<file path="src/rtl/btc_pkg.sv">
// Shared types, constants and saturation helpers for the box terrain contact core.
`default_nettype none
package btc_pkg;

   localparam int BTC_MAX_VOLUMES = 4;
   localparam int MW   = 33;   // multiplier operand width
   localparam int PW   = 66;   // multiplier product width
   localparam int ACCW = 82;   // working accumulator width

   localparam logic signed [ACCW-1:0] LIM32_W = 82'sh7FFF_FFFF;
   localparam logic signed [ACCW-1:0] LIM48_W = 82'sh7FFF_FFFF_FFFF;
   localparam logic signed [ACCW-1:0] ONE30_W = 82'sd1073741824;

   // Sequencer states.
   typedef enum logic [4:0] {
      S_IDLE = 5'b00001,
      S_LOAD = 5'b00010,
      S_MUL  = 5'b00100,
      S_ACC  = 5'b01000,
      S_FIN  = 5'b10000
   } state_type;

   // Micro operations, one multiply each, in execution order.
   typedef enum logic [5:0] {
      OP_R_XZ  = 6'd0,  OP_R_WY  = 6'd1,  OP_R_YZ  = 6'd2,  OP_R_WX  = 6'd3,
      OP_R_XX  = 6'd4,  OP_R_YY  = 6'd5,
      OP_D0    = 6'd6,  OP_D1    = 6'd7,  OP_D2    = 6'd8,
      OP_CR0   = 6'd9,  OP_CR1   = 6'd10, OP_CR2   = 6'd11, OP_CR3   = 6'd12,
      OP_CR4   = 6'd13, OP_CR5   = 6'd14,
      OP_PD0   = 6'd15, OP_PD1   = 6'd16, OP_PD2   = 6'd17,
      OP_F0    = 6'd18, OP_F1    = 6'd19,
      OP_FB0H  = 6'd20, OP_FB0L  = 6'd21, OP_FB1H  = 6'd22, OP_FB1L  = 6'd23,
      OP_FB2H  = 6'd24, OP_FB2L  = 6'd25,
      OP_M0AH  = 6'd26, OP_M0AL  = 6'd27, OP_M0BH  = 6'd28, OP_M0BL  = 6'd29,
      OP_M1AH  = 6'd30, OP_M1AL  = 6'd31, OP_M1BH  = 6'd32, OP_M1BL  = 6'd33,
      OP_M2AH  = 6'd34, OP_M2AL  = 6'd35, OP_M2BH  = 6'd36, OP_M2BL  = 6'd37
   } op_type;

   // Step request fields as seen by the engine.
   typedef struct packed {
      logic signed [31:0] height;
      logic signed [31:0] quat_w;
      logic signed [31:0] quat_x;
      logic signed [31:0] quat_y;
      logic signed [31:0] quat_z;
      logic signed [31:0] velocity_down;
      logic signed [31:0] rate_roll;
      logic signed [31:0] rate_pitch;
      logic signed [31:0] rate_yaw;
   } step_in_type;

   typedef struct packed {
      logic signed [47:0] force_x;
      logic signed [47:0] force_y;
      logic signed [47:0] force_z;
      logic signed [47:0] moment_x;
      logic signed [47:0] moment_y;
      logic signed [47:0] moment_z;
      logic               in_contact;
   } result_type;

   typedef struct packed {
      logic idle;
      logic load_out;
   } status_type;

   function automatic logic signed [31:0] sat32(input logic signed [ACCW-1:0] v);
      logic signed [ACCW-1:0] c;
      c = v;
      if (v > LIM32_W) c = LIM32_W;
      else if (v < -LIM32_W) c = -LIM32_W;
      return c[31:0];
   endfunction

   function automatic logic signed [47:0] sat48(input logic signed [ACCW-1:0] v);
      logic signed [ACCW-1:0] c;
      c = v;
      if (v > LIM48_W) c = LIM48_W;
      else if (v < -LIM48_W) c = -LIM48_W;
      return c[47:0];
   endfunction

endpackage
`default_nettype wire

</file>
<file path="src/rtl/btc_mul.sv">
// Shared signed multiplier with a registered product.
`default_nettype none
module btc_mul
   import btc_pkg::*;
(
   input  wire logic                  clock,
   input  wire logic signed [MW-1:0]  mul_a,
   input  wire logic signed [MW-1:0]  mul_b,
   output logic signed [PW-1:0]       prod_ff
);

   // Product register, one operand pair per cycle.
   always_ff @(posedge clock) begin
      prod_ff <= mul_a * mul_b;
   end

endmodule
`default_nettype wire

</file>
<file path="config.mk">
export PLATFORM = sky130hd
export DESIGN_NAME = btc_mul
export DESIGN_NICKNAME = d
export VERILOG_FILES = /design/src/rtl/btc_pkg.sv /design/src/rtl/btc_mul.sv
export SDC_FILE = /design/constraint.sdc
export NUM_CORES = 2
export LEC_CHECK = 0
export BUFFER_PORTS_ARGS = -buffer_cell sky130_fd_sc_hd__buf_2
export CAP_MARGIN = 20
export CELL_PAD_IN_SITES_DETAIL_PLACEMENT = 0
export CELL_PAD_IN_SITES_GLOBAL_PLACEMENT = 1
export CORE_MARGIN = 3
export CORE_UTILIZATION = 35
export CTS_CLUSTER_DIAMETER = 60
export DETAILED_ROUTE_END_ITERATION = 8
export PLACE_DENSITY_LB_ADDON = 0.1
export SLEW_MARGIN = 15
export SYNTH_ARGS = -nofsm -noshare
export SYNTH_HDL_FRONTEND = slang
export SYNTH_SLANG_ARGS = --single-unit
export TNS_END_PERCENT = 100
</file>
<file path="constraint.sdc">
create_clock -name clock -period 10.1 [get_ports clock]
set_input_delay 0.505 -clock clock [delete_from_list [all_inputs] [get_ports clock]]
set_output_delay 0.505 -clock clock [all_outputs]
set_load 0.005 [all_outputs]
</file>
* Word-level counts from Yosys, hierarchy flattened
Cells that the tools add are included.
** Word-level totals
- Register bits after elaboration :: 66
- Input bits :: 67
- Output and inout port bits :: 66
- Word-level logic and storage cells :: 2
** Cells by class
- Multiply operators :: 1
** Operator list (count)
- $mul 33x33->66 :: 1

* Depth between registers and ports, before layout
- Depth after elaboration :: 1
- Gate-level depth with buffers :: 27
- Mapped depth without buffers :: 26

* Worst setup path after synthesis
No wires, ideal clock.
- Path kind :: input -> register
- Start point :: input mul_a[32]
- End point :: register prod_ff[62]
- Setup time :: 79 ps
- Arrival time :: 7662 ps
- Required time :: 10021 ps
- Setup slack :: 2359 ps
- Stages on the path :: 23
- Buffers on the path :: 2
- Cells stage by stage :: clkbuf_1 -> nand2_1 -> inv_1 -> fa_1 -> fa_1 -> fa_1 -> fa_1 -> fa_1 -> fa_1 -> fa_1 -> inv_1 -> fa_1 -> inv_1 -> ha_1 -> clkbuf_1 -> and3_1 -> nand3_1 -> nand2b_1 -> a2111oi_4 -> a211oi_4 -> a21o_2 -> a21o_1 -> a211oi_2
** On the way
- Word-level cells in the longest chain between the ends :: 1
** Ends and longest elaborated chain
- from (decl) :: line btc_mul.sv:7 : input wire logic signed [MW-1:0] mul_a,
- $mul 33x33->66 :: line btc_mul.sv:14 : prod_ff <= mul_a * mul_b;
- to (signal assigned) :: line btc_mul.sv:14
- to (decl) :: line btc_mul.sv:9 : output logic signed [PW-1:0] prod_ff
Every way passes these cells.

* Worst setup path after layout
- Start point :: input mul_b[7]
- End point :: register prod_ff[64]
** On the way
- Word-level cells in the longest chain between the ends :: 1
** Ends and longest elaborated chain
- from (decl) :: line btc_mul.sv:8 : input wire logic signed [MW-1:0] mul_b,
- $mul 33x33->66 :: line btc_mul.sv:14
Every way passes these cells.

==> flow_summary.ini <==
[clock_network]
cts_inserted_buffers = 9
htree_levels = 3
cts_setup_buffers = 0
cts_tree = built
cts-resized-gates = 0
cts_sinks = 66
cts.reportedPaths.clkPinSlew_ns = 0.07
root_buffer = clkbuf_16
cts_hold_buf = 0
cts_buffer_depth = 2

[routing]
routed_wl_mm = 124
via_count = 27794
wl_per_cell_um = 21.4
drt-initial-drc-count = 1038
first_pass_iters = 5
final_antenna_net_count = 0
drcViolationCount = 0
viasPerCell = 4.78

[cells_and_area]
layout-drive-gt1-share = 0.0505
largest_register_ffs = 66
top_register = prod_ff
most-common-layout-cells = 1145 x fa_1, 1131 x inv_1, 562 x and2_1
area_growth_pct = 5.59
nNetsFinal = 5721
reg_top3 = prod_ff (66)
final_common_cell = fa_1

[worst_setup_path]
endpoint_kind = flip-flop
start_kind = input pin
cp.arrival_ns = 8.94
timing.critical_path.cells = buf_2, nand2_1, inv_1, fa_1, fa_1, inv_1, fa_1, inv_1, fa_1, fa_1, fa_1, fa_1, inv_1, fa_1, inv_1, ha_1, nand4_1, nor3_1, o311ai_4, nand3_2, a211oi_1, a311oi_1
worst_path_max_delay_cell = fa_1
cpMostUsedCell = fa_1
cp_num_buf_inv = 6
critPathKind = in2reg
critPathMaxFanout = 33
required_ns = 10.35
cp_top_family = adder cells
slowest_delay_ns = 1.23

[synthesis]
synth_top_flop_cell = dfxtp_1
synth_edf_count = 0
syn-num-nets = 5767
syn_area_mm2 = 0.0407
synth_cells = 4338
ys_types = 80
synthArstFlopShare = 0
ys_ff_latch = 66
seq_area_frac_synth = 0.0324
syn_avg_cell_area_um2 = 9.39
ys.warnings.count = 0

[sta]
setup_viol = 0
max_freq_ghz = 0.115
fin_setup_tns_ns = 0
slew_headroom = 0.274
worst_pin_slew_ns = 1.09
rsz0062_at_grt = no
drv_slew = 0
period_share = 0.860
finalHoldViolations = 0
finalCriticalPeriod_ns = 8.69

[global_routing]
grt_pass1_vias = 31234
grt_usage = 0.214
antenna_found_initial = 11
overflow = 0
grt_start_max_net_pins = 34
grt_pass1_wl_mm = 193

[worst_hold_path]
hold_path.class = in2reg

[status]
status = completed

[placement]
gp_congestion = 0.834
io_buffers = 132
dp_hpwl_mm = 106

[floorplan]
fp.dieW_um = 347
ios = 133
num_rows = 124
start_util = 0.354
coreArea_mm2 = 0.115
die_h_um = 347
dieArea_mm2 = 0.121

[flow_run]
cap_violations = 0
## cells by family after synthesis
| kind of cell | count (synthesis) | share of synthesized area |
|---|---|---|
| and+or+nand+nor | 1271 | 0.158 |
| AOI/OAI and AO/OA | 219 | 0.0407 |
| xor gates and xnor gates | 68 | 0.0146 |
| buffers and inverters | 1352 | 0.125 |
| adders and majority gates | 1362 | 0.629 |
| DFF | 66 | 0.0324 |
## per-stage QoR
| step | cells | hold WS (ns) | area, um^2 | util | setup WS, ns |
|---|---|---|---|---|---|
| 2_1_floorplan | 4338 | 0.632 | 40700 | - | 2.36 |
| 3_3_place_gp | 5793 | 0.884 | 42700 | 0.371 | 1.06 |
| 3_5_place_dp | 5793 | 0.886 | 42700 | 0.371 | 1.04 |
| 4_1_cts | 5809 | 0.769 | 43000 | 0.374 | 1.35 |
| 5_1_grt | 5811 | 0.785 | 43000 | 0.374 | 0.988 |
| 6_report | 5813 | 0.777 | 43000 | 0.374 | 1.41 |
## cell type report
cell class | instances | area, um^2
fill | 11950 | 72000
multi-input combinational | 2920 | 34300
inverter | 1131 | 4250
tap | 1512 | 1890
sequential | 66 | 1320
timing repair buffer | 164 | 901
clock buffer | 9 | 225
clock inverter | 7 | 100
antenna | 4 | 10.0
## path summary, 6_finish.rpt
check | from | endpoint | slack (ns) | cells past startpoint
setup / recovery | mul_b[7] | prod_ff[64] | 1.41 | 22
hold / removal | mul_b[0] | prod_ff[0] | 0.78 | 2
## layer usage
layer,global-route usage,vias to the layer above,part of all wire
met5,0,-,0.00022
met4,0.0703,4,0.038
met3,0.0172,167,0.025
met2,0.402,424,0.55
met1,0.257,14955,0.39
li1,-,12244,-
## synth_stat cells, drive strengths merged, types with 3 or more instances
library cell,n,area share
a211o,6,0.0013
a211oi,11,0.0027
a21boi,3,0.00083
a21o,38,0.0071
a21oi,61,0.0080
a221oi,3,0.0011
a31oi,9,0.0015
and2,563,0.087
and3,6,0.0010
and4,5,0.0011
buf,13,0.0017
clkbuf,208,0.019
dfxtp,66,0.032
fa,1145,0.56
ha,217,0.067
inv,1131,0.10
nand2,551,0.051
nand2b,12,0.0018
nand3,26,0.0033
nand4,12,0.0020
nor2,68,0.0063
nor2b,5,0.00077
nor3,7,0.00086
nor4,3,0.00083
o211ai,5,0.0013
o21a,6,0.0011
o21ai,33,0.0042
o21bai,11,0.0020
o31ai,7,0.0025
or2,3,0.00046
or3,3,0.00046
xnor2,43,0.0092
xor2,25,0.0054
Power is not shown: default switching activity piles up to over one toggle a cycle in this logic, so the estimate is an artifact.
