### src/rtl/btc_pkg.sv
// Shared types, constants and saturation helpers for the box terrain contact core.
`default_nettype none
package btc_pkg;

   localparam int BTC_MAX_VOLUMES = 4;
   localparam int MW   = 33;   // multiplier operand width
   localparam int PW   = 66;   // multiplier product width
   localparam int ACCW = 82;   // working accumulator width

   localparam logic signed [ACCW-1:0] LIM32_W = 82'sh7FFF_FFFF;
   localparam logic signed [ACCW-1:0] LIM48_W = 82'sh7FFF_FFFF_FFFF;
   localparam logic signed [ACCW-1:0] ONE30_W = 82'sd1073741824;

   // Sequencer states.
   typedef enum logic [4:0] {
      S_IDLE = 5'b00001,
      S_LOAD = 5'b00010,
      S_MUL  = 5'b00100,
      S_ACC  = 5'b01000,
      S_FIN  = 5'b10000
   } state_type;

   // Micro operations, one multiply each, in execution order.
   typedef enum logic [5:0] {
      OP_R_XZ  = 6'd0,  OP_R_WY  = 6'd1,  OP_R_YZ  = 6'd2,  OP_R_WX  = 6'd3,
      OP_R_XX  = 6'd4,  OP_R_YY  = 6'd5,
      OP_D0    = 6'd6,  OP_D1    = 6'd7,  OP_D2    = 6'd8,
      OP_CR0   = 6'd9,  OP_CR1   = 6'd10, OP_CR2   = 6'd11, OP_CR3   = 6'd12,
      OP_CR4   = 6'd13, OP_CR5   = 6'd14,
      OP_PD0   = 6'd15, OP_PD1   = 6'd16, OP_PD2   = 6'd17,
      OP_F0    = 6'd18, OP_F1    = 6'd19,
      OP_FB0H  = 6'd20, OP_FB0L  = 6'd21, OP_FB1H  = 6'd22, OP_FB1L  = 6'd23,
      OP_FB2H  = 6'd24, OP_FB2L  = 6'd25,
      OP_M0AH  = 6'd26, OP_M0AL  = 6'd27, OP_M0BH  = 6'd28, OP_M0BL  = 6'd29,
      OP_M1AH  = 6'd30, OP_M1AL  = 6'd31, OP_M1BH  = 6'd32, OP_M1BL  = 6'd33,
      OP_M2AH  = 6'd34, OP_M2AL  = 6'd35, OP_M2BH  = 6'd36, OP_M2BL  = 6'd37
   } op_type;

   // Step request fields as seen by the engine.
   typedef struct packed {
      logic signed [31:0] height;
      logic signed [31:0] quat_w;
      logic signed [31:0] quat_x;
      logic signed [31:0] quat_y;
      logic signed [31:0] quat_z;
      logic signed [31:0] velocity_down;
      logic signed [31:0] rate_roll;
      logic signed [31:0] rate_pitch;
      logic signed [31:0] rate_yaw;
   } step_in_type;

   typedef struct packed {
      logic signed [47:0] force_x;
      logic signed [47:0] force_y;
      logic signed [47:0] force_z;
      logic signed [47:0] moment_x;
      logic signed [47:0] moment_y;
      logic signed [47:0] moment_z;
      logic               in_contact;
   } result_type;

   typedef struct packed {
      logic idle;
      logic load_out;
   } status_type;

   function automatic logic signed [31:0] sat32(input logic signed [ACCW-1:0] v);
      logic signed [ACCW-1:0] c;
      c = v;
      if (v > LIM32_W) c = LIM32_W;
      else if (v < -LIM32_W) c = -LIM32_W;
      return c[31:0];
   endfunction

   function automatic logic signed [47:0] sat48(input logic signed [ACCW-1:0] v);
      logic signed [ACCW-1:0] c;
      c = v;
      if (v > LIM48_W) c = LIM48_W;
      else if (v < -LIM48_W) c = -LIM48_W;
      return c[47:0];
   endfunction

endpackage
`default_nettype wire

### src/rtl/btc_table.sv
// Volume table memory with one write port and one registered read port.
`default_nettype none
module btc_table
   import btc_pkg::*;
#(
   parameter int DEPTH = BTC_MAX_VOLUMES * 8,
   parameter int AW    = $clog2(BTC_MAX_VOLUMES * 8)
) (
   input  wire logic                 clock,
   input  wire logic                 wr_en,
   input  wire logic [AW-1:0]        wr_addr,
   input  wire logic signed [31:0]   wr_data,
   input  wire logic [AW-1:0]        rd_addr,
   output logic signed [31:0]        rd_data_ff
);

   logic signed [31:0] mem_ff [DEPTH];

   // Write port.
   always_ff @(posedge clock) begin
      if (wr_en) begin
         mem_ff[wr_addr] <= wr_data;
      end
   end

   // Registered read port.
   always_ff @(posedge clock) begin
      rd_data_ff <= mem_ff[rd_addr];
   end

endmodule
`default_nettype wire

### config.mk
export PLATFORM = sky130hd
export DESIGN_NAME = btc_table
export DESIGN_NICKNAME = d
export VERILOG_FILES = /design/src/rtl/btc_pkg.sv /design/src/rtl/btc_table.sv
export SDC_FILE = /design/constraint.sdc
export NUM_CORES = 1
export LEC_CHECK = 0
export BUFFER_PORTS_ARGS = -buffer_cell sky130_fd_sc_hd__buf_2
export CORE_ASPECT_RATIO = 2
export CORE_UTILIZATION = 43
export DETAILED_ROUTE_END_ITERATION = 10
export PLACE_DENSITY_LB_ADDON = 0.08
export SLEW_MARGIN = 10
export SYNTH_ARGS = -nofsm -noshare
export SYNTH_HDL_FRONTEND = slang
export SYNTH_SLANG_ARGS = --single-unit
### constraint.sdc
create_clock -name clock -period 2.7 [get_ports clock]
set_input_delay 0.135 -clock clock [delete_from_list [all_inputs] [get_ports clock]]
set_output_delay 0.135 -clock clock [all_outputs]
set_load 0.1 [all_outputs]
Yosys cells after proc, flatten, opt, wreduce, memory -nomap -nowiden
Memories as Yosys holds them, arrays and structs flattened. A register that Yosys moved wholly into a read port is not among the register bits.
Index checks and enable logic that the tools add are counted.
- register bits: 0
- RAM bits: 1024
- bits of input ports: 44
- output and inout bits: 32
- logic and storage cells: 3
- memories: 1
- memories (name ; depth ; width ; rd ports ; clocked after Yosys merged registers in ; wr ports ; line ; RTL):
    mem_ff ; 32 ; 32 ; 1 ; 1 ; 1 ; btc_table.sv:17 ; logic signed [31:0] mem_ff [DEPTH];
- mux-type cells: 2
- operators with widths (operator ; number):
    two-way mux 1 bit ; 2

Depth between registers and ports, before layout
Gate-level depths: netlist (run 1).
- depth after elaboration: 2
- gate-level depth with buffers: 8
- depth with buffers taken out: 5

Worst setup path after synthesis (run 1)
No wires, ideal clock.
- kind: input to register
- start point: in wr_addr[1]
- end point: mem mem_ff[12][0], enable pin
- library setup time: 421 ps
- arrival time: 2148 ps
- data required time: 2279 ps
- setup slack: 131 ps
- stages on the path: 3
- path buffers: 1
- path through: or3b_2 clkbuf_1 nor2_1
- RTL lines (element ; line ; RTL):
    start: declaration ; btc_table.sv:11 ; input wire logic [AW-1:0] wr_addr,
    end: declaration ; btc_table.sv:17 ;
No word-level cell before the write port.

Final worst setup path (run 1)
- start point: reg rd_data_ff[8], read port of mem_ff
- end point: out rd_data_ff[8]
- RTL lines (element ; line ; RTL):
    start: declaration ; btc_table.sv:14 ; output logic signed [31:0] rd_data_ff
No word-level cell between the ends.

==> results of run 1 <==
-- through the flow --
stage	worst slack, ns	total power, mW	utilization [%]
2_1_floorplan	0.131	20.0	-
3_3_place_gp	0.465	20.9	46.4
3_5_place_dp	0.440	21.0	46.4
4_1_cts	0.697	34.0	49.9
5_1_grt	0.785	34.6	49.9
6_report	0.810	33.7	49.9
-- cell type report --
class,count,area [sq um],area share [%]
tap,1200,1500,3.24
sequential,1056,31400,67.6
clock inverter,48,458,0.987
antenna,4,10.0,0.0216
multi-input combinational,1077,8610,18.6
clock buffer,122,2460,5.31
timing repair buffer,211,1970,4.25
-- layer usage --
metal / up-vias / part of all wire, % / GRT usage, %
li1: 9321 / - / -
met1: 11200 / 40 / 29.7
met2: 498 / 53 / 42.5
met3: 175 / 3.6 / 3.24
met4: 8 / 2.8 / 7.74
met5: - / 0.041 / 0
-- cells by family (layout without fill, tap and decap cells) --
kind of cell	after synthesis	count (layout)	synth area share, %
DFF	1056	1056	77.5
muxes	512	512	12.7
buffers and inverters	127	381	1.86
other	0	4	0
and+or+nand+nor	277	277	3.10
AOI/OAI and AO/OA	288	288	4.85
-- power breakdown --
part | total (mW) | switching, mW | leakage [nW] | internal [mW]
sequential | 18.3 | 0.102 | 9.49 | 18.2
combinational | 2.29 | 1.67 | 5.18 | 0.621
clock | 13.1 | 6.01 | 1.43 | 7.06
-- layout by cell type (no fill, tap or decap), types with 2 or more instances in the layout --
master / count
edfxtp_1: 1024
mux2i_1: 512
nand3_1: 98
nand2_1: 97
a22oi_1: 96
a21oi_1: 96
clkbuf_16: 91
buf_2: 74
buf_4: 65
a22o_1: 64
buf_12: 39
nor2_4: 33
nor3_1: 32
a31oi_1: 32
dlygate4sd3_1: 32
dfxtp_1: 32
clkbuf_1: 24
clkinv_2: 17
clkinv_1: 13
clkbuf_8: 7
bufinv_16: 6
nand3b_1: 5
clkinvlp_4: 5
diode_2: 4
inv_16: 4
or3b_2: 3
inv_6: 3
nand2b_2: 2
-- worst reg2reg max path: cells and delay by family, from the launching register on --
family / cells / cell delay (ns)
muxes: 1 / 0.21
and+or+nand+nor: 2 / 0.30
DFF: 1 / 0.38
AOI/OAI and AO/OA: 2 / 0.45
-- registers in the layout, indices dropped and copies added, names as in the netlist --
name,count
rd_data_ff,32
mem_ff,1024
-- how the worst max path moves through the flow --
stage,start,cells past startpoint,to,slack (ns)
floorplan,wr_addr[1],3,mem_ff[12][0],0.13
global placement,rd_addr[1],7,rd_data_ff[19],0.46
detailed placement,rd_addr[1],7,rd_data_ff[19],0.44
CTS,rd_data_ff[8],1,rd_data_ff[8],0.70
global route,rd_data_ff[8],1,rd_data_ff[8],0.78
finish,rd_data_ff[8],1,rd_data_ff[8],0.81
==> metrics.cfg, run 1 <==
[cts]
clockRootBuffer = clkbuf_16
cts.clk_slew.worst_paths_ns = 0.07
ctsHtreeMaxLevel = 3
number_of_instances_resized_during_post_cts_repair = 0
postCtsSetupRepairBufs = 0
cts-root-to-sink-buffers = 3
clock_insertion_delay_worst_skew_ns = 0.70
cts.hold.buffers_added = 32
tritoncts.num_buffers = 91
cts_tree = built
clkSinkCount = 1056

[critical_path]
worst_path_largest_cell_delay_ns = 0.55
regToRegStartpoint = mem_ff[4][19]
worstPathRequired_ns = 2.57
critPathMaxFanout = 1
critical_path_class = reg2out
timing.critical_path.max_delay_family = flip-flops
timing.rr.end = rd_data_ff[19]
crit_path_start_kind = register
worst_ep_arrival_time_ns = 1.76
crit_slowest_cell = dfxtp_1
worstPathBufferInverterCount = 1
timing.critical_path.cells = buf_2
reg2reg_setup_slack_ns = 1.16
timing.critical_path.to_type = output pin
r2r.worst_path.cells = 5

[timing]
fin_skew_ns = 0.0256
unrepaired_setup_endpoints_after_global_routing = no
worst_max_slew_pin_slew_ns = 0.774
worst_hold_slack_ns = 0.157
achievable-frequency_ghz = 0.529
slew_violations = 0
relSlewSlack_pct = 48.4
final.min_clock_period_ns = 1.89
period_share_pct = 70.0
tns_ns = 0
hold_violations = 0
finalSetupViolations = 0

[floorplan]
die-height_um = 436
ios = 76
die_area_sq_mm = 0.0955
initial_utilization_pct = 43.6
core_area_sq_mm = 0.0929
rows = 158
die_x_um = 219

[synthesis]
synth_top_cells_by_count = edfxtp_1 (1024), mux2i_1 (512), nand2_1 (98), nand3_1 (98)
ys_dominant_reg_cell = edfxtp_1
synthMostInstantiatedCell = edfxtp_1
netlist_area_sq_mm = 0.0405
synth_top_cell_by_area = edfxtp_1
synth_area_leaders = edfxtp_1 (76%), mux2i_1 (13%), a22oi_1 (1.8%)
yosysWarningCount = 0
post-synth-top-area-fraction_pct = 76.0
synth_seq_cells = 1056
post_synth.cell_area_avg_sq_um = 17.9
ys_seq_area_share_pct = 77.5
yosys.cell_types.count = 25
number_of_enable_flip_flop_cells_after_synthesis = 1024
synth_nets = 2304
synth_async_sr_flop_share_pct = 0
post_synth_inst_count = 2260

[global_routing]
grt_start_max_net_pins = 63
via_count_of_the_first_global_routing_pass = 21800
antenna_found_initial = 9
grt_pass1_wl_um = 160000
groute.usage.overall_pct = 23.9
overflow = 0

[power_and_ir_drop]
vdd_ir_drop_max_v = 0.000540
power.static_leakage_nw = 16.1
power.density_mw_per_mm2 = 726

[hold_path]
holdPathEnd = rd_data_ff[10]
hold-path-cell-count = 6
min_from = rd_addr[2]
type_of_the_most_critical_hold_path = in2reg

[placement]
place.detailed.instances = 3512
numPortBuffers = 75
final_gp_congestion = 0.770
detailed_place.area_sq_mm = 0.0432
dp_hpwl_um = 64900

[detailed_routing]
routed_via_density = 5.69
dr.pass1.iters = 5
dr_total_vias = 21200
drtAntennaViolNets = 0
routed_wl_um = 112000
detail_route.iter0.violations = 1814
routedWlPerCell_um = 30.2
drc = 0

[cells_and_area]
layout.nets = 2481
final_layout_size_suffix_gt1_share_pct = 14.1
fin_cells = 3718
final_area_sq_mm = 0.0464
area.growth.synth_to_final_pct = 14.6
n_fill_cell = 7730

[flow_run]
max_cap_viol_count = 0

[status]
status = finished, final reports clean

Note: power is estimated with default switching activity, not from simulation.
==> run 2: changes to the inputs <==
==> constraint.sdc (replaced) <==
create_clock -name clock -period 1.8 [get_ports clock]
set_input_delay 0.09 -clock clock [delete_from_list [all_inputs] [get_ports clock]]
set_output_delay 0.09 -clock clock [all_outputs]
set_load 0.1 [all_outputs]
==> run 2 against run 1 <==
Against the previous run: global-route usage shrank 0.42 points; worst hold slack got worse by 0.081 ns; die area is the same; combinational power rose by 58%; utilization is 1.3 points higher; design area up 2.7%; routed wire length is 2.1% lower.
==> metrics.cfg, run 2 (synthesized netlist as in run 1, its figures left out) <==
[status]
status = finished, final reports clean

[cells_and_area]
area.growth.synth_to_final_pct = 17.7
max_ffs_per_register = 1024  ; unchanged
largest_registers_in_the_final_layout = mem_ff (1024), rd_data_ff (32)
layout.nets = 2545  ; +2.6%
diodes_inserted = 0  ; -4
final_layout_size_suffix_gt1_share_pct = 16.7  ; +2.5 points
largest-register = mem_ff
mostFrequentLayoutCells = edfxtp_1 (1024), mux2i_1 (512), nand3_1 (98)
most_frequent_standard_cell_in_the_layout_excluding_fill_and_tap_cells = edfxtp_1

[power_and_ir_drop]
vdd_ir_drop_max_v = 0.000760  ; +41%
power.static_leakage_nw = 16.7  ; +3.5%
design_power_total_mw = 51.1  ; +52%
power.density_mw_per_mm2 = 1070  ; +48%

[floorplan]
die-height_um = 436  ; unchanged
rows = 158  ; unchanged
die_x_um = 219  ; unchanged
core_area_sq_mm = 0.0929  ; unchanged
ios = 76  ; unchanged
initial_utilization_pct = 43.6  ; unchanged
die_area_sq_mm = 0.0955  ; unchanged

[global_routing]
antenna_found_initial = 3  ; -6
grt_pass1_wl_um = 158000  ; -0.82%
via_count_of_the_first_global_routing_pass = 22400  ; +2.7%
grt_start_max_net_pins = 42  ; -33%
overflow = 0  ; unchanged
groute.usage.overall_pct = 23.5  ; -0.42 points

[flow_run]
max_cap_viol_count = 0  ; unchanged

[critical_path]
critical_path_class = reg2out
timing.critical_path.to_type = output pin
regToRegStartpoint = mem_ff[1][6]
critPathMaxFanout = 1  ; unchanged
reg2reg_setup_slack_ns = 0.29  ; -0.87 ns
crit_slowest_cell = buf_2
worst_path_largest_cell_delay_ns = 0.48  ; -0.07 ns
worstPathBufferInverterCount = 1  ; unchanged
r2r.worst_path.cells = 6  ; +1
worst_ep_arrival_time_ns = 1.60  ; -0.16 ns
worstPathRequired_ns = 1.71  ; -0.86 ns
crit_path_start_kind = register
timing.critical_path.max_delay_family = buffers and inverters
timing.rr.end = rd_data_ff[6]
timing.critical_path.cells = buf_2

[detailed_routing]
routed_wl_um = 110000  ; -2.1%
drtAntennaViolNets = 0  ; unchanged
detail_route.iter0.violations = 1569  ; -14%
routed_via_density = 5.64  ; -0.98%
routedWlPerCell_um = 29.1  ; -3.7%
drc = 0  ; unchanged
dr.pass1.iters = 6  ; +1
dr_total_vias = 21300  ; +0.69%

[placement]
numPortBuffers = 75  ; unchanged
dp_hpwl_um = 65500  ; +0.84%
final_gp_congestion = 0.778  ; +1.1%

[timing]
period_share_pct = 93.8
final.min_clock_period_ns = 1.69
fin_skew_ns = 0.0181  ; -0.00745 ns
worst_max_slew_pin_slew_ns = 0.669  ; -0.105 ns
relSlewSlack_pct = 55.4  ; +7.0 points
slew_violations = 0  ; unchanged
worst_hold_slack_ns = 0.0755  ; -0.0815 ns
finalSetupViolations = 0  ; unchanged
unrepaired_setup_endpoints_after_global_routing = no
achievable-frequency_ghz = 0.592
hold_violations = 0  ; unchanged

[hold_path]
min_from = rd_addr[2]
hold-path-cell-count = 6  ; unchanged
type_of_the_most_critical_hold_path = in2reg
holdPathEnd = rd_data_ff[18]

[cts]
cts_tree = built
clkSinkCount = 1056  ; unchanged
clockRootBuffer = clkbuf_16
cts.clk_slew.worst_paths_ns = 0.07  ; about the same
clock_insertion_delay_worst_skew_ns = 0.68  ; -0.02 ns
ctsHtreeMaxLevel = 3  ; unchanged
tritoncts.num_buffers = 93  ; +2.2%
postCtsSetupRepairBufs = 0  ; unchanged
cts-root-to-sink-buffers = 3  ; unchanged

[run 2: cell count changes in the layout (fill, tap and decap cells not counted), moves of 5 or more]
cell / delta
buf_12: +54
buf_4: +8
clkbuf_1: -10
clkbuf_16: +5
clkbuf_8: -7
clkinv_2: +10
[run 2: worst max-delay path by stage]
| stage | startpoint | to | slack [ns] | depth (start not counted) |
|---|---|---|---|---|
| after floorplan | wr_addr[3] | mem_ff[1][0] | -0.52 | 2 |
| after global placement | rd_addr[0] | rd_data_ff[12] | -0.24 | 8 |
| after detailed placement | rd_addr[0] | rd_data_ff[12] | -0.22 | 8 |
| after CTS | rd_data_ff[12] | rd_data_ff[12] | 0.05 | 1 |
| after global routing | rd_data_ff[12] | rd_data_ff[12] | 0.07 | 1 |
| final | rd_data_ff[18] | rd_data_ff[18] | 0.11 | 1 |
[run 2: power by group]
part           internal [mW]  switching, mW
Clock                   11.0           9.01
Sequential              27.3          0.133
Combinational           1.11           2.51
[run 2: cell type report]
class                      count  area [sq um]
tap                         1200          1500
multi-input combinational   1077          8610
fill                        7619         45300
timing repair buffer         273          3120
sequential                  1056         31400
clock buffer                 110          2450
clock inverter                65           574
[run 2: through the flow]
step	cells	setup slack (ns)	setup TNS (ns)	util, %	area, sq um
floorplan	2260	-0.520	-294.95	-	40600
global placement	3573	-0.239	-0.911	47.7	44300
detailed placement	3573	-0.222	-0.962	47.7	44300
CTS	3781	0.0475	0	51.3	47700
global route	3781	0.0690	0	51.3	47700
finish	3781	0.111	0	51.3	47700
[run 2: what timing repair did]
action,4_1_cts,5_1_grt
gates resized for setup,1,0
endpoints found under the hold margin,1025,0
endpoints found under the setup margin,1,0
hold buffers,33,0
[run 2: per-layer routing]
metal	vias to the layer above	part of all wire (%)	GRT usage, %
li1	9451	-	-
met1	11200	39	27.8
met2	469	54	43.0
met3	164	3.4	3.01
met4	6	3.2	8.27
met5	-	0.040	0
